<file path="config.mk">
export PLATFORM = sky130hd
export DESIGN_NAME = trithemius_shift_cipher_unit
export DESIGN_NICKNAME = d
export VERILOG_FILES = /design/src/rtl/tsc_pkg.sv /design/src/rtl/tsc_prep.sv /design/src/rtl/tsc_core.sv /design/src/rtl/trithemius_shift_cipher_unit.sv
export SDC_FILE = /design/constraint.sdc
export NUM_CORES = 1
export LEC_CHECK = 0
export ABC_AREA = 0
export BUFFER_PORTS_ARGS = -buffer_cell sky130_fd_sc_hd__buf_4
export CELL_PAD_IN_SITES_DETAIL_PLACEMENT = 1
export CELL_PAD_IN_SITES_GLOBAL_PLACEMENT = 2
export CORE_ASPECT_RATIO = 1.25
export CORE_MARGIN = 10
export CORE_UTILIZATION = 40
export CTS_BUF_LIST = sky130_fd_sc_hd__clkbuf_8
export CTS_CLUSTER_DIAMETER = 40
export CTS_CLUSTER_SIZE = 40
export DETAILED_ROUTE_END_ITERATION = 12
export PLACE_DENSITY = 0.79
export SLEW_MARGIN = 20
export SYNTH_ARGS = -nofsm -noshare
export SYNTH_HDL_FRONTEND = slang
export SYNTH_SLANG_ARGS = --single-unit
export TNS_END_PERCENT = 10
</file>
<file path="constraint.sdc">
create_clock -name clk -period 6.05 [get_ports clk]
set_input_delay 0.9075 -clock clk [delete_from_list [all_inputs] [get_ports clk]]
set_output_delay 0.9075 -clock clk [all_outputs]
set_load 0.05 [all_outputs]
</file>
<file path="src/rtl/tsc_pkg.sv">
package tsc_pkg;

	localparam int ALPHABET_MAX = 64;
	localparam int COEFF_COUNT  = 4;
	localparam int SYM_W        = 6;
	localparam int MOD_W        = 7;
	localparam int PER_W        = 8;
	localparam int CFG_IDX_W    = 3;
	localparam int CFG_DATA_W   = 8;
	// reduction lanes: restart differences, stored differences, phase residue
	localparam int LANES        = 2 * COEFF_COUNT + 1;
	localparam int LANE_W       = 9;
	localparam int STEP_W       = 4;

	typedef enum logic [CFG_IDX_W-1:0] {
		REG_ALPHABET_SIZE,
		REG_KEY_MODE,
		REG_DIRECTION,
		REG_PERIOD_LENGTH,
		REG_COEF_ZERO,
		REG_COEF_ONE,
		REG_COEF_TWO,
		REG_COEF_THREE
	} cfg_reg_t;

	typedef struct packed {
		logic [SYM_W-1:0] symbol_index;
		logic             restart;
	} sym_item_t;

	typedef struct packed {
		logic [SYM_W-1:0] out_index;
		logic             not_in_alphabet;
	} res_item_t;

	typedef struct packed {
		logic [MOD_W-1:0]                  alphabet_size;
		logic                              key_mode;
		logic                              direction;
		logic [PER_W-1:0]                  period_length;
		logic [COEFF_COUNT-1:0][SYM_W-1:0] coef;
	} cfg_t;

	typedef struct packed {
		logic [COEFF_COUNT-1:0][SYM_W-1:0] diff;
		logic [PER_W-1:0]                  phase;
	} core_state_t;

	typedef struct packed {
		logic [COEFF_COUNT-1:0][SYM_W-1:0] load_d;
		logic [COEFF_COUNT-1:0][SYM_W-1:0] red_d;
		logic [SYM_W-1:0]                  red_r;
		logic                              done;
		logic                              busy;
	} prep_out_t;

	function automatic logic [MOD_W-1:0] eff_modulus(input logic [MOD_W-1:0] a);
		logic [MOD_W-1:0] m;
		m = a;
		if (a < MOD_W'(2))
			m = MOD_W'(2);
		else if (a > MOD_W'(ALPHABET_MAX))
			m = MOD_W'(ALPHABET_MAX);
		return m;
	endfunction

	function automatic logic [PER_W-1:0] eff_period(input logic [PER_W-1:0] p);
		return (p == '0) ? PER_W'(1) : p;
	endfunction

endpackage

</file>
<file path="src/rtl/tsc_prep.sv">
module tsc_prep (
	input  logic                 clk,
	input  logic                 arst_n,
	input  tsc_pkg::cfg_t        cfg,
	input  logic                 start,
	input  tsc_pkg::core_state_t state,
	output tsc_pkg::prep_out_t   st
);
	import tsc_pkg::*;

	logic [LANE_W-1:0]       x_q [LANES];
	logic [LANE_W-1:0]       x_init [LANES];
	logic [LANE_W-1:0]       x_next [LANES];
	logic [PER_W-1:0]        div [LANES];
	logic [LANE_W+PER_W-1:0] sub [LANES];
	logic [STEP_W-1:0]       step_q;
	logic                    round_q;
	logic                    run_q;
	logic                    start_q;
	logic                    done_q;
	logic [MOD_W-1:0]        m;
	logic [PER_W-1:0]        per;

	assign m   = eff_modulus(cfg.alphabet_size);
	assign per = eff_period(cfg.period_length);

	// forward differences of the key polynomial at position zero
	always_comb begin
		x_init[0] = LANE_W'(cfg.coef[0]);
		x_init[1] = LANE_W'(cfg.coef[1]) + LANE_W'(cfg.coef[2]) + LANE_W'(cfg.coef[3]);
		x_init[3] = LANE_W'({cfg.coef[3], 2'b00}) + LANE_W'({cfg.coef[3], 1'b0});
		x_init[2] = LANE_W'({cfg.coef[2], 1'b0}) + x_init[3];
		for (int k = 0; k < COEFF_COUNT; k++)
			x_init[COEFF_COUNT + k] = LANE_W'(state.diff[k]);
		x_init[LANES-1] = LANE_W'(state.phase);
	end

	// restoring reduction, one shifted compare and subtract per cycle
	always_comb begin
		for (int i = 0; i < LANES; i++) begin
			div[i] = (i == LANES - 1 && !round_q) ? per : PER_W'(m);
			sub[i] = (LANE_W+PER_W)'(div[i]) << step_q;
			if ((LANE_W+PER_W)'(x_q[i]) >= sub[i])
				x_next[i] = x_q[i] - sub[i][LANE_W-1:0];
			else
				x_next[i] = x_q[i];
		end
	end

	always_ff @(posedge clk or negedge arst_n) begin
		if (!arst_n) begin
			start_q <= 1'b0;
			run_q   <= 1'b0;
			round_q <= 1'b0;
			step_q  <= '0;
			done_q  <= 1'b0;
			for (int i = 0; i < LANES; i++)
				x_q[i] <= '0;
		end else begin
			start_q <= start;
			done_q  <= 1'b0;
			if (start_q) begin
				x_q     <= x_init;
				run_q   <= 1'b1;
				round_q <= 1'b0;
				step_q  <= STEP_W'(LANE_W - 1);
			end else if (run_q) begin
				x_q <= x_next;
				if (step_q == '0) begin
					if (round_q) begin
						run_q  <= 1'b0;
						done_q <= 1'b1;
					end else begin
						// second round takes the phase residue modulo the alphabet
						round_q <= 1'b1;
						step_q  <= STEP_W'(LANE_W - 1);
					end
				end else begin
					step_q <= step_q - STEP_W'(1);
				end
			end
		end
	end

	always_comb begin
		for (int k = 0; k < COEFF_COUNT; k++) begin
			st.load_d[k] = x_q[k][SYM_W-1:0];
			st.red_d[k]  = x_q[COEFF_COUNT + k][SYM_W-1:0];
		end
		st.red_r = x_q[LANES-1][SYM_W-1:0];
		st.done  = done_q;
		st.busy  = start | start_q | run_q | done_q;
	end

endmodule

</file>
<file path="src/rtl/tsc_core.sv">
module tsc_core (
	input  logic                 clk,
	input  logic                 arst_n,
	input  tsc_pkg::cfg_t        cfg,
	input  tsc_pkg::prep_out_t   prep,
	input  logic                 sym_valid,
	output logic                 sym_ready,
	input  tsc_pkg::sym_item_t   sym_data,
	output logic                 res_valid,
	input  logic                 res_ready,
	output tsc_pkg::res_item_t   res_data,
	output tsc_pkg::core_state_t state
);
	import tsc_pkg::*;

	logic                              v_s1;
	sym_item_t                         item_s1;
	logic                              v_s2;
	res_item_t                         res_s2;
	// raw differences as last written; dred_q is the same set reduced by the current modulus
	logic [COEFF_COUNT-1:0][SYM_W-1:0] diff_q;
	logic [COEFF_COUNT-1:0][SYM_W-1:0] dred_q;
	logic [PER_W-1:0]                  phase_q;
	logic [SYM_W-1:0]                  resid_q;

	logic                              adv;
	logic [MOD_W-1:0]                  m;
	logic [PER_W-1:0]                  per;
	logic [COEFF_COUNT-1:0][SYM_W-1:0] d_use;
	logic [COEFF_COUNT-1:0][SYM_W-1:0] d_n;
	logic [COEFF_COUNT-1:0][SYM_W-1:0] raw_n;
	logic [PER_W-1:0]                  phase_use;
	logic [SYM_W-1:0]                  r_use;
	logic [SYM_W-1:0]                  shift;
	logic                              flag;
	logic [PER_W-1:0]                  sum;
	logic [PER_W-1:0]                  res;
	logic [MOD_W-1:0]                  dsum;
	logic [PER_W:0]                    phase_inc;
	logic                              wrap;
	logic [MOD_W-1:0]                  r_inc;
	logic [SYM_W-1:0]                  r_n;
	logic [PER_W-1:0]                  phase_n;

	assign m   = eff_modulus(cfg.alphabet_size);
	assign per = eff_period(cfg.period_length);

	assign adv       = v_s1 && (!v_s2 || res_ready) && !prep.busy;
	assign sym_ready = !v_s1 || adv;

	always_comb begin
		d_use     = item_s1.restart ? prep.load_d : dred_q;
		phase_use = item_s1.restart ? '0 : phase_q;
		r_use     = item_s1.restart ? '0 : resid_q;
		// stored shift terms are always below the modulus
		shift     = cfg.key_mode ? r_use : d_use[0];
		flag      = MOD_W'(item_s1.symbol_index) >= m;

		if (cfg.direction)
			sum = PER_W'(item_s1.symbol_index) + PER_W'(m) - PER_W'(shift);
		else
			sum = PER_W'(item_s1.symbol_index) + PER_W'(shift);
		res = (sum >= PER_W'(m)) ? sum - PER_W'(m) : sum;

		for (int k = 0; k < COEFF_COUNT - 1; k++) begin
			dsum = MOD_W'(d_use[k]) + MOD_W'(d_use[k+1]);
			if (dsum >= m)
				dsum = dsum - m;
			d_n[k] = dsum[SYM_W-1:0];
		end
		dsum = '0;
		d_n[COEFF_COUNT-1] = d_use[COEFF_COUNT-1];

		// top difference never steps, so its raw value only changes on restart
		raw_n = d_n;
		raw_n[COEFF_COUNT-1] = item_s1.restart ? prep.load_d[COEFF_COUNT-1] :
			diff_q[COEFF_COUNT-1];

		phase_inc = (PER_W+1)'(phase_use) + (PER_W+1)'(1);
		wrap      = phase_inc >= (PER_W+1)'(per);
		phase_n   = wrap ? '0 : phase_inc[PER_W-1:0];
		r_inc     = MOD_W'(r_use) + MOD_W'(1);
		if (wrap || r_inc == m)
			r_n = '0;
		else
			r_n = r_inc[SYM_W-1:0];
	end

	always_ff @(posedge clk or negedge arst_n) begin
		if (!arst_n) begin
			v_s1    <= 1'b0;
			v_s2    <= 1'b0;
			diff_q  <= '0;
			dred_q  <= '0;
			phase_q <= '0;
			resid_q <= '0;
		end else begin
			if (sym_valid && sym_ready)
				v_s1 <= 1'b1;
			else if (adv)
				v_s1 <= 1'b0;

			if (adv)
				v_s2 <= 1'b1;
			else if (res_ready)
				v_s2 <= 1'b0;

			if (adv) begin
				diff_q  <= raw_n;
				dred_q  <= d_n;
				phase_q <= phase_n;
				resid_q <= r_n;
			end else if (prep.done) begin
				dred_q  <= prep.red_d;
				resid_q <= prep.red_r;
			end
		end
	end

	always_ff @(posedge clk) begin
		if (sym_valid && sym_ready)
			item_s1 <= sym_data;
		if (adv) begin
			res_s2.out_index       <= flag ? item_s1.symbol_index : res[SYM_W-1:0];
			res_s2.not_in_alphabet <= flag;
		end
	end

	assign res_valid   = v_s2;
	assign res_data    = res_s2;
	assign state.diff  = diff_q;
	assign state.phase = phase_q;

endmodule

</file>
<file path="src/rtl/trithemius_shift_cipher_unit.sv">
// channel   | signals                          | moves
// sym       | sym_valid, sym_ready, sym_data   | one symbol request in
// res       | res_valid, res_ready, res_data   | one shifted symbol out
// cfg       | cfg_we, cfg_index, cfg_wdata     | register write, no wait
//
// One request a cycle unless the output or key reduction stalls; each result is registered.
// Reset: registers at defaults, position zero, all key differences zero.
// After a register write the reduction sequencer re-derives the key state in two
// nine-step restoring rounds; one request waits in the input stage meanwhile.
// A stalled result holds the output register while the input stage takes one more request.
module trithemius_shift_cipher_unit (
	input  logic                              clk,
	input  logic                              arst_n,
	input  logic                              sym_valid,
	output logic                              sym_ready,
	input  tsc_pkg::sym_item_t                sym_data,
	output logic                              res_valid,
	input  logic                              res_ready,
	output tsc_pkg::res_item_t                res_data,
	input  logic                              cfg_we,
	input  logic [tsc_pkg::CFG_IDX_W-1:0]     cfg_index,
	input  logic [tsc_pkg::CFG_DATA_W-1:0]    cfg_wdata
);
	import tsc_pkg::*;

	cfg_t        cfg_q;
	prep_out_t   prep_st;
	core_state_t core_st;

	always_ff @(posedge clk or negedge arst_n) begin
		if (!arst_n) begin
			cfg_q.alphabet_size <= MOD_W'(26);
			cfg_q.key_mode      <= 1'b0;
			cfg_q.direction     <= 1'b0;
			cfg_q.period_length <= PER_W'(1);
			cfg_q.coef          <= '0;
		end else if (cfg_we) begin
			unique case (cfg_reg_t'(cfg_index))
				REG_ALPHABET_SIZE: cfg_q.alphabet_size <= cfg_wdata[MOD_W-1:0];
				REG_KEY_MODE:      cfg_q.key_mode      <= cfg_wdata[0];
				REG_DIRECTION:     cfg_q.direction     <= cfg_wdata[0];
				REG_PERIOD_LENGTH: cfg_q.period_length <= cfg_wdata[PER_W-1:0];
				REG_COEF_ZERO:     cfg_q.coef[0]       <= cfg_wdata[SYM_W-1:0];
				REG_COEF_ONE:      cfg_q.coef[1]       <= cfg_wdata[SYM_W-1:0];
				REG_COEF_TWO:      cfg_q.coef[2]       <= cfg_wdata[SYM_W-1:0];
				REG_COEF_THREE:    cfg_q.coef[3]       <= cfg_wdata[SYM_W-1:0];
				default:           cfg_q               <= cfg_q;
			endcase
		end
	end

	tsc_prep u_prep (
		.clk    (clk),
		.arst_n (arst_n),
		.cfg    (cfg_q),
		.start  (cfg_we),
		.state  (core_st),
		.st     (prep_st)
	);

	tsc_core u_core (
		.clk       (clk),
		.arst_n    (arst_n),
		.cfg       (cfg_q),
		.prep      (prep_st),
		.sym_valid (sym_valid),
		.sym_ready (sym_ready),
		.sym_data  (sym_data),
		.res_valid (res_valid),
		.res_ready (res_ready),
		.res_data  (res_data),
		.state     (core_st)
	);

	a_write_starts_prep: assert property (@(posedge clk) disable iff (!arst_n)
		cfg_we |=> prep_st.busy)
		else $error("register write did not start key reduction");

	a_no_result_while_busy: assert property (@(posedge clk) disable iff (!arst_n)
		prep_st.busy && !res_valid |=> !res_valid)
		else $error("result produced during key reduction");

	a_phase_bounded: assert property (@(posedge clk) disable iff (!arst_n)
		core_st.phase != PER_W'(255))
		else $error("message phase beyond largest period");

endmodule
</file>
==> impl_results.md, run 1 <==
- Arrival time worst endpoint: roughly 5500 ps
- # DRC: 0
- DP Worst Slack: between 900 and 1000 ps
- WS Path Type: reg2reg
- CTS buffer count: 44
- Pwr dens: approximately 700 mW/mm2
- Multi-input logic area: around 0.011 mm2
- Area grow syn2layout: 11.0%
- H-Tree Depth: 2
- Clk slew on worst S/H paths: 70 ps
- GRT Total Usage: 22.0%
- Status: completed
- Clock root buffer: clkbuf_8
- Clock skew: between 15 and 20 ps
- Die area: about 0.052 mm2
- Post-DP HPWL: 42,900 um
- HP Class: in2async
- Largest net degree at the start of global routing: roughly 140
- Crit end category: flip-flop
- Mapped cell area: ~0.017 mm2
- Core Rows: 85
- Fmax: between 150 and 200 MHz
- Antenna viol nets, final: 0
- LEAKAGE: ~8.9 nW
- Worst path max stage delay: 530 ps
- Most common cell after layout, fill and taps aside: dfrtp_1
- Routed wire per std cell: roughly 23 um
- Relative slew slack: between 30% and 40%
- Max Slew Vio Count: 0
- Initial Utilization: between 40% and 50%
- Die W: approximately 210 um
- YS warnings: 0
- Worst-path cell chain: nor4_4 -> nor2_1 -> nor2_1 -> fa_1 -> ha_1 -> a21o_1 -> a21oi_1 -> xnor2_1 -> a21oi_1 -> ha_1 -> o21ai_0 -> a31oi_1 -> o21ai_0 -> nand2b_1 -> a2111oi_2 -> buf_4 -> mux2_2 -> a21oi_1
- CTS tree: yes
- Placed cell count: about 2,400
- Clk_lat worst skew: about 630 ps
- Endpoints failing hold: 0
- Worst vdd ir: 0.000314 V
- Final wirelength: 57,000 um
- Synth unique cells: 81
- EDFF count, synth: 14
- Clock Path Buffers: 3
- Cell Count, Final, Fillers Out: between 2,000 and 3,000
- Sequential-to-total area share from yosys stat: between 30% and 40%
- Vias: about 15,000
- Antenna violations before repair: 3
- Port Buffers: 31
- Design Power: between 10 and 15 mW
- #FFs+latches synth: 208
- FF-to-FF End: u_core.res_data[1]
- Tcrit/Tclk final: a little over four fifths
- Worst Reg-to-Reg Cells: 18
- Vias per Instance: slightly below 6
- GRT overflow: 0
- First-pass GRT wire length: 89,300 um
- Fraction of registers with async set/reset: between 90% and 100%
- Syn Inst Count: around 1,900
- Worst R2R Setup Slack: approximately 1000 ps
- GPL Wtd Cong: approximately 0.9
- Sink Count: about 210
- Syn_area_per_cell: about 9 um2
- Final Setup Violations: 0
- Sequential standard cell area: around 0.0053 mm2
- Post-Syn Nets: 2,120
- PnR worst setup slack: between 900 and 1000 ps
- Core Area: approximately 0.043 mm2
- Commonest cells after routing, fill and taps aside: dfrtp_1, ha_1, a21oi_1
- Worst-margin pin slew: ~1000 ps
- Cell with the most instances on the worst path: a21oi_1
- Critical Path RT: 6520 ps
- Core Util, Final: around 45%
- First-pass iteration count of the detailed router: 5
- N_diodes: 0
- Crit path max fanout: 9
- Vias in the first global route: 15,400
- Dominant synthesized flop cell: dfrtp_1
- Number of DRC markers in iteration 0: 781
- Fillers: around 5,000
- Minimum clock period: between 5000 and 6000 ps
- Hold buffer count at CTS: 0
- Worst Setup Start Kind: flip-flop
- Max-cap violations: 0
- Unrepaired setup endpoints after global routing: no
- Top Ports: 32
- CP max stage cell: nor4_4
- Post-layout nets: 2,158
- Setup bufs post-CTS: 0
- Setup Total Neg Slack: 0 ps
- Share of layout cells above drive strength 1: approximately an eighth
- RR Startpoint: cfg_q[39]
- Floorplan die height: around 250 um
- Post-CTS Resized: 0
metal layers:
| metal | share of wire [%] | track usage (%) | up-vias | wire length [um] |
|---|---|---|---|---|
| li1 | - | - | 6908 | - |
| met1 | 44 | 27.7 | 7295 | 24800 |
| met2 | 49 | 37.4 | 297 | 27900 |
| met3 | 4.2 | 3.31 | 97 | 2390 |
| met4 | 3.3 | 7.54 | 2 | 1870 |
| met5 | 0.014 | 0 | - | 8 |
worst max path at each step:
stage	start	to	slack [ps]	cells after the start
finish	cfg_q[39]	u_core.res_data[1]	990	18
global route	u_core.item_s1[0]	u_core.res_data[1]	550	19
CTS	cfg_q[39]	u_core.res_data[2]	950	18
detailed placement	cfg_q[39]	u_core.res_data[1]	980	18
global placement	cfg_q[39]	u_core.res_data[1]	1160	18
floorplan	u_core.item_s1[0]	u_core.res_data[1]	860	22
sequential cells by signal (all words and copies together), names as in the netlist, 4 cells and up:
| signal | count |
|---|---|
| u_prep.step_q | 4 |
| cfg_q | 41 |
| u_core.phase_q | 8 |
| u_core.res_data | 7 |
| u_prep.x_q | 27 |
| u_core.state | 24 |
| u_core.resid_q | 6 |
| u_core.item_s1 | 7 |
| u_prep.st | 54 |
| u_core.dred_q | 24 |
critical path: cells and delay by family, from the launching register on:
family                   cells  cell delay, ps
AO/OA/AOI/OAI                8            1470
XOR/XNOR                     1             140
adder cells (fa/ha/maj)      3            1180
buffers and inverters        1             230
flip-flops                   1             460
multiplexers                 1             340
AND/OR/NAND/NOR              4            1080
synth_stat cells, types with 6 or more instances:
cell / number / share of area, %
a211oi_1: 27 / 1.2
a21boi_0: 7 / 0.30
a21o_1: 40 / 1.7
a21oi_1: 160 / 4.6
a221o_1: 11 / 0.63
a22o_1: 12 / 0.61
a31oi_1: 16 / 0.58
and2_1: 7 / 0.25
and3_1: 21 / 0.76
buf_1: 7 / 0.15
buf_2: 8 / 0.23
clkbuf_1: 52 / 1.1
dfrtp_1: 190 / 27
edfxtp_1: 14 / 2.4
fa_1: 27 / 3.1
ha_1: 183 / 13
inv_1: 109 / 2.4
mux2_2: 88 / 5.7
mux2i_1: 84 / 4.8
nand2_1: 105 / 2.3
nand2b_1: 26 / 0.94
nand3_1: 37 / 1.1
nand4_1: 26 / 0.94
nor2_1: 151 / 3.3
nor2b_1: 59 / 2.1
nor3_1: 29 / 0.84
nor3b_1: 7 / 0.30
nor4_1: 8 / 0.29
o211ai_1: 9 / 0.39
o21a_1: 15 / 0.65
o21ai_0: 111 / 3.2
o21bai_1: 15 / 0.65
o31ai_1: 8 / 0.35
or2_2: 6 / 0.22
or3_1: 6 / 0.22
xnor2_1: 83 / 4.2
xor2_1: 38 / 1.9
power breakdown:
part	internal [mW]	switching (mW)	total, mW
clock	0.987	0.760	1.75
combinational	3.95	5.07	9.02
sequential	1.88	0.551	2.43
final cells by class:
cell class / count / share of cell area, %
clock buffers: 49 / 3.50
clock inverters: 33 / 1.71
inverters: 111 / 2.16
multi-input cells: 1496 / 58.9
flip-flops and latches: 208 / 27.5
well taps: 565 / 3.67
repair buffers: 64 / 2.59
kinds of logic after synthesis:
group           synth area share [%]
flops                           30.4
xor+xnor                        6.11
compound gates                  17.9
buf+inv                         4.17
simple gates                    14.3
mux                             10.8
fa+ha+maj                       16.3
per-stage QoR:
| step | instance area, um2 | hold slack (ps) |
|---|---|---|
| floorplan | 17300 | 448 |
| global placement | 18200 | 467 |
| detailed placement | 18200 | 471 |
| CTS | 19200 | 240 |
| global route | 19200 | 272 |
| finish | 19200 | 274 |
Note: power is estimated with default switching activity, not from simulation.
==> run 2: changes to the inputs <==
==> constraint.sdc (replaced) <==
create_clock -name clk -period 5.09 [get_ports clk]
set_input_delay 0.7635 -clock clk [delete_from_list [all_inputs] [get_ports clk]]
set_output_delay 0.7635 -clock clk [all_outputs]
set_load 0.05 [all_outputs]
==> run 2 against run 1 <==
- register-to-register slack worse by 690 ps
- count of clock-buffer cells in the layout fell by 3
- critical endpoint is now u_core.res_data[2]
- core utilization rose by 0.46 points
- critical path depth unchanged
- routed wire length up 1.6%
- clock skew grew 16 ps
- clock power increased by 13%
- via count up 1.2%
- total power increased by 21%
==> impl_results.md, run 2 (synthesis gave the netlist of run 1 again) <==
- Post-DP HPWL: between 40,000 and 50,000 um
- Core Util, Final: between 40% and 50%
- N_diodes: 0
- Die W: slightly above 200 um
- Port Buffers: 31
- Pwr dens: ~800 mW/mm2
- Core Rows: 85
- Minimum clock period: roughly 4800 ps
- Vias: ~15,000
- Clk slew on worst S/H paths: approximately 80 ps
- First-pass GRT wire length: 91,200 um
- Multi-input logic area: roughly 0.011 mm2
- Status: completed
- Floorplan die height: roughly 250 um
- H-Tree Depth: 2
- Critical Path RT: roughly 5600 ps
- Area grow syn2layout: 12.1%
- Commonest cells after routing, fill and taps aside: dfrtp_1, ha_1, a21oi_1
- Vias per Instance: 5.79
- Sequential standard cell area: between 0.005 and 0.006 mm2
- Worst-margin pin slew: about 900 ps
- Global route hottest layer: met2
- LEAKAGE: approximately 9.0 nW
- WS Path Type: reg2reg
- Crit end category: flip-flop
- Routed wire per std cell: roughly 23 um
- Most common cell after layout, fill and taps aside: dfrtp_1
- Met2 Use GR: slightly below 40%
- Max reg flops: 54
- Endpoints failing hold: 0
- Fillers: 5,019
- GRT overflow: 0
- Max Slew Vio Count: 0
- Final Setup Violations: 0
- Max-cap violations: 0
- Clock skew: approximately 35 ps
- Post-layout nets: approximately 2,200
- Clock Path Buffers: 3
- GPL Wtd Cong: 0.868
- Tcrit/Tclk final: around 94%
- Antenna violations before repair: 0
- Antenna viol nets, final: 0
- Initial Utilization: about two fifths
- Final wirelength: around 58,000 um
- Fmax: 209 MHz
- HP Class: in2async
- Sink Count: between 200 and 250
- Vias in the first global route: around 16,000
- Clk_lat worst skew: 650 ps
- Number of DRC markers in iteration 0: 628
- Worst Reg-to-Reg Cells: 18
- Largest net degree at the start of global routing: 117
- Worst Setup Start Kind: flip-flop
- CTS tree: yes
- First-pass iteration count of the detailed router: 4
- Top Ports: 32
- Share of layout cells above drive strength 1: approximately 14%
- Clock root buffer: clkbuf_8
- Die area: between 0.05 and 0.06 mm2
- Worst R2R Setup Slack: around 300 ps
- CTS buffer count: 44
- Arrival time worst endpoint: ~5300 ps
- Met3 Use GR: between 3 and 4%
- Grt met1 use: around 28%
- Worst vdd ir: around 0.00034 V
- Crit path max fanout: 7
- Core Area: roughly 0.043 mm2
- Relative slew slack: 38.7%
- Hold_ws: ~38 ps
- GRT Total Usage: a little under a quarter
- # DRC: 0
==> run 2: per-stage QoR <==
stage          cell area [um2]  total power, mW  setup TNS, ps  worst slack, ps  std cells
2_1_floorplan            17400             10.8              0             77.5       1887
3_3_place_gp             18500             13.5              0              368       2467
3_5_place_dp             18500             13.9              0              215       2467
4_1_cts                  19400             16.0              0              225       2548
5_1_grt                  19400             17.4          -85.0            -44.6       2551
6_report                 19400             15.9              0              299       2551
==> run 2: final timing paths <==
| path | start | endpoint |
|---|---|---|
| max | cfg_q[39] | u_core.res_data[2] |
| min | arst_n | cfg_q[15] |
| max reg2reg | cfg_q[39] | u_core.res_data[2] |
| min reg2reg | u_core.state[28] | u_prep.st[28] |
| max in group asynchronous | arst_n | u_core.state[9] |
| min in group clk | sym_data[1] | u_core.item_s1[1] |
==> run 2: critical path, cell delays in order (launching register included) <==
cell       delay (ps)
dfrtp_1           460
nor4_4            340
nor2_1            120
nor2_1            270
fa_1              500
ha_1              310
a21o_1            180
a21oi_1           230
xnor2_1            90
a21oi_1           240
ha_1              320
o21ai_1           130
a31oi_1           110
o21ai_0           180
nand2b_1          120
a2111oi_4         370
buf_6             180
mux2_2            340
a21oi_1           160
==> run 2: what timing repair did <==
| action | 4_1_cts | 5_1_grt |
|---|---|---|
| resized for setup | 0 | 2 |
| setup endpoints to repair | 0 | 6 |
| hold buffers | 0 | 0 |
| buffers inserted | 0 | 2 |
==> run 2: layout make-up <==
type | count | area share, %
Multi-Input combinational cell | 1496 | 58.4
Sequential cell | 208 | 27.2
Timing Repair Buffer | 90 | 3.82
Tap cell | 565 | 3.64
Clock buffer | 46 | 3.26
Inverter | 111 | 2.14
Clock inverter | 35 | 1.58
==> run 2: where the power goes <==
| part | total, mW | internal (mW) | switching [mW] |
|---|---|---|---|
| registers | 2.87 | 2.24 | 0.631 |
| logic | 11.1 | 4.87 | 6.22 |
| clock network | 1.98 | 0.969 | 1.01 |
| total | 15.9 | 8.08 | 7.86 |
==> run 2: routing by layer <==
layer,part of all wire (%),up-vias
li1,-,6949
met1,44,7475
met2,49,261
met3,3.4,96
met4,2.9,0
met5,0,-
==> run 3: changes to the inputs <==
--- a/config.mk
+++ b/config.mk
@@ -7,8 +7,8 @@
 export LEC_CHECK = 0
 export ABC_AREA = 0
 export BUFFER_PORTS_ARGS = -buffer_cell sky130_fd_sc_hd__buf_4
-export CELL_PAD_IN_SITES_DETAIL_PLACEMENT = 1
-export CELL_PAD_IN_SITES_GLOBAL_PLACEMENT = 2
+export CELL_PAD_IN_SITES_DETAIL_PLACEMENT = 0
+export CELL_PAD_IN_SITES_GLOBAL_PLACEMENT = 1
 export CORE_ASPECT_RATIO = 1.25
 export CORE_MARGIN = 10
 export CORE_UTILIZATION = 40
@@ -16,9 +16,11 @@
 export CTS_CLUSTER_DIAMETER = 40
 export CTS_CLUSTER_SIZE = 40
 export DETAILED_ROUTE_END_ITERATION = 12
-export PLACE_DENSITY = 0.79
+export PLACE_DENSITY = 0.67
+export RECOVER_POWER = 50
 export SLEW_MARGIN = 20
 export SYNTH_ARGS = -nofsm -noshare
 export SYNTH_HDL_FRONTEND = slang
+export SYNTH_HIERARCHICAL = 1
 export SYNTH_SLANG_ARGS = --single-unit
 export TNS_END_PERCENT = 10
==> run 3 against run 2 <==
- the run now ends with capacitance limit, slew limit left
- sequential power shrank 1%
- non-clock buffer count decreased by 4
- synthesized cell count grew 6.8%
- count of clock-buffer cells in the layout rose by 1
- largest cell class unchanged
- highest routed layer unchanged
==> impl_results.md, run 3 <==
- Routed wire per std cell: about 21 um
- Multi-input logic area: between 0.01 and 0.015 mm2
- WP buf/inv: 1
- CTS tree: yes
- CTS buffer count: 43
- Max Slew Vio Count: 125
- Clock network power share: about 13%
- Relative slew slack: -108%
- Die area: roughly 0.055 mm2
- Fmax: 208 MHz
- Clock Path Buffers: 3
- Status: finished with violations
- Fillers: around 4,400
- Post-DP HPWL: slightly above 40,000 um
- Clock skew: 38.6 ps
- Crit end category: flip-flop
- Sequential standard cell area: roughly 0.0053 mm2
- GRT Total Usage: ~20%
- Switching power: between 7 and 8 mW
- Arrival time worst endpoint: 5330 ps
- Top Ports: 32
- Vias in the first global route: approximately 15,000
- HP Class: in2reg
- Design Power: ~16 mW
- Failing checks: capacitance limit, slew limit
- Antenna viol nets, final: 0
- Initial Utilization: about two fifths
- Placement Cell Area: roughly 0.019 mm2
- First-pass GRT wire length: between 80,000 and 90,000 um
- Core Rows: 87
- Sink Count: between 200 and 250
- Synth unique cells: 96
- Clock root buffer: clkbuf_8
- Post-Syn Nets: 2,247
- Clk slew on worst S/H paths: about 70 ps
- Clk_lat worst skew: between 600 and 700 ps
- GRT overflow: 0
- Synth top area share: about a quarter
- Finished Cell Area: about 0.020 mm2
- Worst vdd ir: ~0.00037 V
- Pwr dens: between 800 and 900 mW/mm2
- Number of DRC markers in iteration 0: ~740
- EDFF count, synth: 14
- Syn Inst Count: 2,015
- Vias per Instance: between 5 and 6
- Max-cap violations: 2
- Final wirelength: ~54,000 um
- Share of layout cells above drive strength 1: about 15%
- Post-synth top cells: dfrtp_1, ha_1, a21oi_1, nor2_1, inv_1
- Sequential-to-total area share from yosys stat: about 29%
- Mapped cell area: roughly 0.018 mm2
- Vias: around 15,000
- Family with the most delay on the worst path: simple AND/OR/NAND/NOR gates
- Floorplan die height: 260 um
- Worst Setup Start Kind: flip-flop
- Reg power frac: between 10% and 20%
- Core Area: ~0.045 mm2
- Tcrit/Tclk final: between 90 and 100%
- Critical Path RT: between 5000 and 6000 ps
- Crit path max fanout: 9
- Final Setup Violations: 0
- #FFs+latches synth: between 200 and 250
- Area grow syn2layout: 8.47%
- GPL Wtd Cong: between 0.9 and 1
- Largest net degree at the start of global routing: between 100 and 150
- Endpoints failing hold: 0
- WS Path Type: reg2reg
- Post-layout nets: roughly 2,200
- First-pass iteration count of the detailed router: 5
- Switching Fraction: between 40 and 50%
- Dominant cells by area after synthesis: dfrtp_1, ha_1, mux2_2, a21oi_1, mux2i_1
- Minimum clock period: ~4800 ps
- Commonest cells after routing, fill and taps aside: dfrtp_1, ha_1, a21oi_1
- Count leader, synth: dfrtp_1
- Cell taking the most area after synthesis: dfrtp_1
- Fraction of registers with async set/reset: between 90 and 100%
- Unrepaired setup endpoints after global routing: no
- Most common cell after layout, fill and taps aside: dfrtp_1
- Port Buffers: 31
- Dominant synthesized flop cell: dfrtp_1
- Worst path max stage delay: a little over 700 ps
- PnR worst setup slack: 271 ps
- Syn_area_per_cell: 9.15 um2
- Die W: between 200 and 250 um
- Antenna violations before repair: 1
- # DRC: 0
- Worst-path cell chain: buf_4 -> or4_1 -> o211ai_1 -> nor2_1 -> o21ai_1 -> ha_1 -> or2_2 -> a21oi_1 -> a311oi_1 -> or4_1 -> a21oi_1 -> nor3_2 -> mux2i_1 -> mux2_2
- YS warnings: 6
- Internal power: between 8 and 9 mW
- H-Tree Depth: 2
- Comb pwr share: around 70%
- DP Worst Slack: between 300 and 400 ps
- Max reg flops: 54
- Setup Total Neg Slack: 0 ps
- LEAKAGE: a little under 9 nW
- CP max stage cell: or4_1
- Worst-margin pin slew: just over 3000 ps
[run 3: path summary, 6_finish.rpt]
check                               endpoint  slack [ps]  cells after the start        startpoint
setup / recovery               u_prep/st[39]         270                     14         cfg_q[36]
hold / removal             u_core/item_s1[1]         340                      1       sym_data[1]
setup reg to reg               u_prep/st[39]         270                     14         cfg_q[36]
hold reg to reg                u_prep/st[31]         480                      2  u_core/state[31]
max in group asynchronous   u_core/dred_q[6]        1560                      2            arst_n
min in group asynchronous     u_prep/x_q[52]        1160                      1            arst_n
[run 3: timing repair]
action / in CTS / in global routing
endpoints found under the setup margin: 0 / 1
hold buffers: 0 / 0
resized for setup: 0 / 1
buffers inserted: 0 / 0
[run 3: metrics by stage]
stage / utilization (%) / instances / hold slack [ps]
after floorplan: - / 2015 / 448
after global placement: 42.0 / 2544 / 458
after detailed placement: 42.0 / 2544 / 461
after CTS: 44.1 / 2624 / 265
after global routing: 44.0 / 2625 / 299
final: 44.0 / 2625 / 337
[run 3: cell families after synthesis]
group                      share of synthesized area [%]
AOI/OAI and AO/OA                                   19.9
adders and majority gates                           15.5
buffers and inverters                               6.67
muxes                                               9.38
and+or+nand+nor                                     15.0
xor gates and xnor gates                            4.94
DFF                                                 28.6
[run 3: per-layer routing]
metal	up-vias	share of wire (%)	global-route usage, %
li1	7286	-	-
met1	7319	41	22.7
met2	243	51	35.5
met3	102	2.7	2.48
met4	0	4.9	9.56
met5	-	0	0
[run 3: area by class of cell]
cell class,instances,area share [%]
antenna,1,0.0125
clock buffer,47,3.24
clock inverter,33,1.61
inverter,126,2.37
multi-input combinational,1546,59.6
sequential,208,26.4
tap,578,3.62
timing repair buffer,86,3.15
[run 3: power by group through the flow]
stage | sequential (mW) | clock (mW) | combinational, mW
floorplan | 2.56 | 0 | 8.92
CTS | 2.84 | 2.07 | 11.2
global placement | 2.87 | 0 | 11.0
detailed placement | 2.87 | 0 | 11.1
global route | 2.90 | 2.15 | 12.5
finish | 2.83 | 2.01 | 11.2
[run 3: worst register-to-register path, delay by kind of cell (launching register included)]
family / cells / cell delay [ps]
flip-flops: 1 / 390
multiplexers: 2 / 440
AO/OA/AOI/OAI: 5 / 1590
AND/OR/NAND/NOR: 5 / 1690
adder cells (fa/ha/maj): 1 / 420
buffers and inverters: 1 / 170
